## config.mk

```make
export PLATFORM = sky130hd
export DESIGN_NAME = brb_alu
export DESIGN_NICKNAME = d
export VERILOG_FILES = /design/src/rtl/core/brb_pkg.sv /design/src/rtl/core/brb_alu.sv
export SDC_FILE = /design/constraint.sdc
export NUM_CORES = 1
export LEC_CHECK = 0
export ABC_AREA = 1
export BUFFER_PORTS_ARGS = -buffer_cell sky130_fd_sc_hd__buf_2
export CORE_UTILIZATION = 42
export DETAILED_ROUTE_END_ITERATION = 16
export PLACE_DENSITY = 0.67
export REMOVE_ABC_BUFFERS = 1
export SLEW_MARGIN = 0
export SYNTH_ARGS = -nofsm -noshare
export SYNTH_HDL_FRONTEND = slang
export SYNTH_SLANG_ARGS = --single-unit
```

## constraint.sdc

```tcl
create_clock -name vclk -period 2.15
set_clock_uncertainty 0.15 [all_clocks]
set_input_delay 0.1075 -clock vclk [all_inputs]
set_output_delay 0.1075 -clock vclk [all_outputs]
set_load 0.1 [all_outputs]
```

## src/rtl/core/brb_pkg.sv

```systemverilog
// ----------------------------------------------------------------------------
// brb_pkg: shared types and constants of the byte ring buffer
// Request codes, sequencer states, and the interface structs between the
// sequencer and its shared arithmetic unit.
// ----------------------------------------------------------------------------
`default_nettype none

package brb_pkg;

  // datapath widths that do not follow the depth parameter
  localparam int unsigned BYTE_W = 8;
  localparam int unsigned CNT_W  = 13;
  // wide enough for a pointer at the largest supported depth plus a borrow bit
  localparam int unsigned ALU_W  = 22;

  localparam logic [CNT_W-1:0] CNT_MAX = {CNT_W{1'b1}};

  // request codes carried by req_type
  typedef enum logic [2:0] {
    REQ_WRITE = 3'd0,
    REQ_READ  = 3'd1,
    REQ_PEEK  = 3'd2,
    REQ_WADV  = 3'd3,
    REQ_RADV  = 3'd4,
    REQ_CLEAR = 3'd5
  } req_e;

  // sequencer states
  typedef enum logic [3:0] {
    S_IDLE,
    S_LEVEL,
    S_FREE,
    S_SAT,
    S_CLIP,
    S_MOVE,
    S_RUN,
    S_FILL,
    S_ADDR,
    S_EMIT
  } state_e;

  // operations of the shared arithmetic unit
  typedef enum logic {
    ALU_ADD,
    ALU_SUB
  } alu_op_e;

  typedef struct packed {
    alu_op_e          op;
    logic [ALU_W-1:0] a;
    logic [ALU_W-1:0] b;
  } alu_req_t;

  typedef struct packed {
    logic [ALU_W-1:0] sum;
    logic             lt;
  } alu_rsp_t;

endpackage

`default_nettype wire

```

## src/rtl/core/brb_alu.sv

```systemverilog
// ----------------------------------------------------------------------------
// brb_alu: shared add / subtract / compare unit
// One adder shared by the steps of the sequencer: pointer moves, fill level,
// free space, clipping compares and byte addressing.
// ----------------------------------------------------------------------------
`default_nettype none

module brb_alu (
  input  brb_pkg::alu_req_t req_i,
  output brb_pkg::alu_rsp_t rsp_o
);

  logic [brb_pkg::ALU_W:0] diff;

  // subtract with borrow out, the borrow doubles as unsigned a < b
  assign diff = {1'b0, req_i.a} - {1'b0, req_i.b};

  always_comb begin
    rsp_o.lt = diff[brb_pkg::ALU_W];
    unique case (req_i.op)
      brb_pkg::ALU_ADD: rsp_o.sum = req_i.a + req_i.b;
      brb_pkg::ALU_SUB: rsp_o.sum = diff[brb_pkg::ALU_W-1:0];
      default:          rsp_o.sum = req_i.a + req_i.b;
    endcase
  end

endmodule

`default_nettype wire

```

== Word level (Yosys, flattened, before mapping) ==
Cells that the tools add are included.

* Add/subtract/negate cells: 2
* Mux-type cells: 1
* Bitwise gates (word level): 1

{| class="wikitable"
|+ Operator list
! cell !! count
|-
| 22-bit one-hot mux with 2 select lines || 1
|-
| 22-bit by 22-bit subtractor with 23-bit output || 1
|-
| 22-bit adder || 1
|-
| 1-bit inverter || 1
|}

* Bits in registers: 0

== Logic depth before layout (Yosys ltp) ==
Gate-level depths: netlist (run 1).

* Word-level depth: 2
* Depth in mapped cells: 16
* Mapped depth without buffers: 15

== Worst setup path after synthesis (run 1) ==
OpenSTA, ideal clock, no wires.

* Kind: in2out
* Start: input port req_i[22] (netlist name)
* End: output port rsp_o[0] (netlist name)
* Data arrival time: 2.710 ns
* Setup slack: -0.817 ns
* Cell stages on the path: 13
* Buffers on the path: 0
* Cells stage by stage: inv_1 > ha_1 > inv_1 > fa_1 > nand3_1 > nand3_1 > nand2_1 > nand2_1 > nand3_1 > nand2_1 > nand2_1 > nand2_1 > a21oi_1

{| class="wikitable"
|+ RTL lines
! item !! line !! text
|-
| from (decl) || brb_alu.sv:9 || <nowiki>input brb_pkg::alu_req_t req_i,</nowiki>
|-
| to (decl) || brb_alu.sv:10 || <nowiki>output brb_pkg::alu_rsp_t rsp_o</nowiki>
|}

==> key figures, run 1 <==
Global route
  • Via count of the first global-routing pass: between 3k and 4k
  • Global-route wire length before repair: 16700 um
  • Met1 global-route usage: around a third
  • Met2 track demand over resource: 47.8%
  • GRT overflow: 0
  • Top Usage Layer GRT: met2
  • Initial antenna violation count: 0
  • Global routing met3 resource utilization: between 1 and 1.5%
  • Total global routing track utilization: 26.4%
  • Maximum number of pins on one net before global-route repair: 28

Layout
  • Most common cell after layout, fill and taps aside: nand2_1
  • Count of clock buffers in the final design: 0
  • Commonest non-fill, non-tap cells in the layout: nand2_1 (241), inv_1 (125), nor2_1 (50)
  • Ratio of cells with drive above 1 in the final layout: around 28%
  • Final standard cell utilization of the core: 63.0%
  • Total inserted antenna cells: 0
  • Post-route cell area: 4620 sq um
  • Sequential cell area: 0 sq um
  • Net count, final: 839
  • Fill cell total of the finished layout: 707
  • Sequential cell count: 0
  • Area Growth Syn to Fin: 43.8%

Drt
  • Residual DRC count: 0
  • Remaining antenna violation count after routing: 0
  • Number of optimization iterations in the first detailed-route pass: 5
  • Initial DRC Count: between 200 and 250
  • Vias per inst: about 5.0
  • Post-detailed-route wirelength per cell: roughly 13 um
  • Vias: roughly 4.2k
  • Total Routed Length: between 10000 and 15000 um

Timing
  • Number of failing hold endpoints at the final stage: 0
  • Final critical-path required period: 2090 ps
  • Final critical-path setup slack: between 50 and 60 ps
  • RSZ-0062 raised after global routing: yes
  • Slew @ Worst Pin: around 600 ps
  • Max-slew violation count: 0
  • Max Clock Freq: between 400 and 500 MHz
  • Number of setup violations in the final report: 0
  • Relative slew slack: 60.1%
  • Final cycle utilization of the critical path: about 97%

Synth
  • Part of the Yosys area used for sequential elements: 0%
  • Mapped Cells: about 660
  • Cell area after technology mapping: between 3000 and 4000 sq um
  • Mean area per synthesized cell: between 4 and 5 sq um
  • Distinct cells, synth: 28
  • Post-synth top area cell: nand2_1
  • Share of Yosys cell area claimed by the top area cell type: 30.4%
  • Leading post-synthesis cells by cell area: nand2_1 (30%), ha_1 (17%), inv_1 (15%)
  • Synth Warn #: 0

Critical path
  • Slowest stage delay, CP: 330 ps
  • Crit path max-delay cell type: ha_4
  • Cell mode on critical path: nand2_1
  • Critical Path Fanout Max: 7
  • Type of element launching the critical path: primary input
  • Ordered list of cells on the worst path: buf_2 -> inv_1 -> ha_4 -> nand2_1 -> nor2_2 -> nand2_1 -> nand3_4 -> nand2_1 -> o21ai_1 -> xor2_1 -> clkbuf_16
  • Capturing element type of the critical path: output port
  • CP Class: primary input to output port
  • Arrival time at the worst endpoint: 1840 ps
  • Endpoint required time on the critical path: between 1500 and 2000 ps

Floorplan
  • Number of top-level pins: 68
  • Area of the core: 7330 sq um
  • Effective utilization at floorplan: between 40% and 50%
  • DIE AREA: around 8000 sq um
  • Row Count: 31
  • Height of the die: approximately 89 um
  • Die W: 89.5 um

Power
  • Power after layout: about 2.2 mW
  • Worst vdd rail ir drop: ~350 uV
  • Total power per unit cell area: about 470 nW/um^2
  • Leakage component of the power: roughly 2.7 nW

Clocking
  • Hold bufs inserted after CTS: 0

Worst hold path
  • Type of the most critical hold path: primary input to output port

Run status
  • Outcome: complete, no violations

Placed design
  • Post-detailed-placement half-perimeter wirelength: 8810 um
  • Area of placed instances: 4150 sq um
  • Placement-stage worst setup slack: -64.9 ps
  • Global placement routability congestion: a little over 0.9
  • Port Buffers: ~70

Run
  • Number of max-capacitance violations reported: 0
==> final timing paths <==
kind	start	cells past startpoint	end
worst max-delay path	req_i[9]	11	rsp_o[11]
worst min-delay path	req_i[0]	4	rsp_o[1]
==> logic make-up after synthesis <==
| family | after synthesis | share of synthesized area (%) |
|---|---|---|
| AND/OR/NAND/NOR | 404 | 51.4 |
| buffers and inverters | 151 | 20.2 |
| adder cells (fa/ha/maj) | 45 | 18.0 |
| AO/OA/AOI/OAI | 44 | 7.32 |
| XOR/XNOR | 11 | 3.00 |
==> timing repair <==
action,4_1_cts,5_1_grt
pin swaps,1,15
endpoints found under the setup margin,11,17
resized for setup,13,98
gates cloned,0,0
buffers inserted,0,1
==> area by class of cell <==
class / count / area [sq um] / share of cell area [%]
inverters: 132 / 495 / 10.7
repair buffers: 111 / 1010 / 21.8
multi-input cells: 504 / 3000 / 64.8
well taps: 99 / 124 / 2.68
==> cells in the mapped netlist, types with 2 or more instances <==
master and count:
nand2_1 260, inv_1 129, nor2_1 65, buf_4 11
buf_2 2, a21oi_1 24, xor2_1 11, nor2_2 8
nand3_1 48, buf_6 4, o21ai_1 4, o21ai_0 11
nor3_1 7, nand4_1 11, ha_1 43, o21bai_1 2
inv_2 3, fa_1 2
==> power breakdown <==
group | switching [mW] | internal [mW]
clock | 0 | 0
sequential | 0 | 0
combinational | 1.38 | 0.774
==> routing by layer <==
| layer | share of wire [%] | vias to the layer above |
|---|---|---|
| met5 | 0 | - |
| met4 | 0.99 | 0 |
| met3 | 7.1 | 14 |
| met2 | 48 | 152 |
| met1 | 44 | 1884 |
| li1 | - | 2160 |
==> worst max-delay path, delay by kind of cell <==
kind | cells | cell delay (ps)
buffers and inverters | 3 | 390
adder cells (fa/ha/maj) | 1 | 330
AND/OR/NAND/NOR | 5 | 650
AO/OA/AOI/OAI | 1 | 110
XOR/XNOR | 1 | 230
==> through the flow <==
| step | std cells | TNS, ps | hold slack (ps) |
|---|---|---|---|
| after floorplan | 636 | -6670 | 523 |
| after global placement | 845 | -98.2 | 582 |
| after detailed placement | 845 | -322 | 598 |
| after CTS | 845 | 0 | 598 |
| after global routing | 846 | -127 | 624 |
| final | 846 | 0 | 611 |
Note: power is estimated with default switching activity, not from simulation.
==> run 2, diff against run 1 <==
--- a/config.mk
+++ b/config.mk
@@ -9,6 +9,7 @@
 export BUFFER_PORTS_ARGS = -buffer_cell sky130_fd_sc_hd__buf_2
 export CORE_UTILIZATION = 42
 export DETAILED_ROUTE_END_ITERATION = 16
+export GPL_TIMING_DRIVEN = 0
 export PLACE_DENSITY = 0.67
 export REMOVE_ABC_BUFFERS = 1
 export SLEW_MARGIN = 0
==> run 2 against run 1 <==
Effect of this change:
- utilization down 5.3 points
- non-clock buffer count down 31
- cell area is 8.4% lower
- largest power group unchanged
- critical path type unchanged
- power is 9.9% lower
==> key figures, run 2 (synthesis results as in run 1) <==
Run status
  • Outcome: complete, no violations

Floorplan
  • Number of top-level pins: 68
  • Effective utilization at floorplan: between 40% and 50%
  • Die W: 89.5 um
  • Area of the core: 7330 sq um
  • DIE AREA: about 8000 sq um
  • Row Count: 31
  • Height of the die: 89.5 um

Critical path
  • Type of element launching the critical path: primary input
  • Capturing element type of the critical path: output port
  • Arrival time at the worst endpoint: around 1800 ps
  • Ordered list of cells on the worst path: buf_2 -> inv_2 -> ha_4 -> inv_2 -> fa_2 -> buf_4 -> nand3_1 -> nand3_2 -> nand2_1 -> o21ai_1 -> xor2_1 -> buf_6
  • Endpoint required time on the critical path: about 1900 ps
  • Cell mode on critical path: inv_2
  • CP Class: primary input to output port
  • Crit path max-delay cell type: fa_2
  • Number of buffers and inverters on the critical path: 5
  • Slowest stage delay, CP: 410 ps
  • Critical Path Fanout Max: 2
  • Largest delay contributor family on the critical path: buffers and inverters

Placed design
  • Global placement routability congestion: 0.942
  • Port Buffers: 68
  • Area of placed instances: 3520 sq um
  • Number of placed cells counting well taps: around 800
  • Post-detailed-placement half-perimeter wirelength: roughly 8500 um

Layout
  • Area Growth Syn to Fin: 31.8%
  • Most common cell after layout, fill and taps aside: nand2_1
  • Sequential cell count: 0
  • Ratio of cells with drive above 1 in the final layout: between 20% and 30%
  • Final standard cell utilization of the core: approximately 58%
  • Total inserted antenna cells: 0
  • Non-filler cells in the finished layout: about 800
  • Net count, final: slightly above 800
  • Sequential cell area: 0 sq um
  • Count of clock buffers in the final design: 0
  • Commonest non-fill, non-tap cells in the layout: nand2_1 (243), inv_1 (125), nor2_1 (50)
  • Post-route cell area: ~4200 sq um

Power
  • Share of power burned in combinational logic: 100.0%
  • Net switching power: approximately 1.3 mW
  • Sw Ratio: 69.3%
  • Total internal power: around 600 uW
  • Part of the total power dissipated in sequential elements: 0%
  • Share of total power in the clock network: 0%
  • Leakage component of the power: roughly 2.4 nW
  • Worst vdd rail ir drop: roughly 330 uV
  • Total power per unit cell area: roughly 460 nW/um^2
  • Power after layout: between 1.5 and 2 mW

Drt
  • Number of optimization iterations in the first detailed-route pass: 5
  • Post-detailed-route wirelength per cell: approximately 13 um
  • Total Routed Length: 10500 um
  • Remaining antenna violation count after routing: 0
  • Residual DRC count: 0
  • Initial DRC Count: 187
  • Vias: between 4k and 5k
  • Vias per inst: ~5.0

Worst hold path
  • Type of the most critical hold path: primary input to output port
  • Capture endpoint of the worst hold path: rsp_o[1]
  • Hold Path Cell Cnt: 4
  • Min-delay src: req_i[0]

Global route
  • Maximum number of pins on one net before global-route repair: 29
  • GRT overflow: 0
  • Via count of the first global-routing pass: around 3.6k
  • Initial antenna violation count: 0
  • Global-route wire length before repair: approximately 16000 um
  • Total global routing track utilization: approximately a quarter

Timing
  • Max Clock Freq: ~480 MHz
  • Number of setup violations in the final report: 0
  • RSZ-0062 raised after global routing: yes
  • Relative slew slack: 67.8%
  • Final critical-path required period: between 2000 and 2500 ps
  • Max-slew violation count: 0
  • Slew @ Worst Pin: between 400 and 500 ps
  • Final cycle utilization of the critical path: 97.4%
  • Hold slack: between 600 and 700 ps
  • Number of failing hold endpoints at the final stage: 0

Run
  • Number of max-capacitance violations reported: 0

Clocking
  • Hold bufs inserted after CTS: 0
## run 2: cell types whose count changed in the layout (fill, tap and decap cells not counted), sizes merged
cell      previous run  this run
buf                107        78
clkbuf               4         2
clkinvlp             0         1
inv                132       131
## run 2: final cells by class
class              count  area [sq um]
inverters            132           499
multi-input cells    504          2980
well taps             99           124
fillers              767          3100
repair buffers        80           628
## run 2: stage by stage
stage                     TNS [ps]  setup slack [ps]
after global routing         -50.8             -41.2
after detailed placement     -4720              -368
after CTS                    -39.4             -39.4
after global placement       -4350              -332
after floorplan              -6670              -818
final                            0              56.8
## run 2: what timing repair did
| action | 4_1_cts | 5_1_grt |
|---|---|---|
| setup buffers | 7 | 5 |
| pin swaps | 1 | 14 |
| setup endpoints to repair | 19 | 19 |
| endpoints found under the hold margin | 0 | 0 |
| resized for setup | 65 | 94 |
## run 2: worst max path at each step
stage / startpoint / to / slack (ps) / cells past startpoint
floorplan: req_i[22] / rsp_o[0] / -820 / 13
global placement: req_i[22] / rsp_o[0] / -330 / 15
detailed placement: req_i[22] / rsp_o[0] / -370 / 15
CTS: req_i[22] / rsp_o[0] / -40 / 15
global route: req_i[22] / rsp_o[11] / -40 / 12
finish: req_i[22] / rsp_o[11] / 60 / 12
## run 2: layer usage
| metal | GRT usage (%) | up-vias | routed length [um] |
|---|---|---|---|
| li1 | - | 2102 | - |
| met1 | 33.4 | 1840 | 4760 |
| met2 | 46.1 | 123 | 4960 |
| met3 | 1.66 | 12 | 616 |
| met4 | 3.75 | 0 | 141 |
| met5 | 0 | - | 0 |
## run 2: power by group through the flow
| stage | Sequential, mW | Clock (mW) | Combinational (mW) |
|---|---|---|---|
| final | 0 | 0 | 1.94 |
| after global routing | 0 | 0 | 2.07 |
| after CTS | 0 | 0 | 1.72 |
| after detailed placement | 0 | 0 | 1.57 |
| after global placement | 0 | 0 | 1.56 |
| after floorplan | 0 | 0 | 1.26 |
## run 2: worst min-delay path: stages
cell and delay [ps]:
buf_2 120, ha_4 120, inv_1 20, buf_2 280
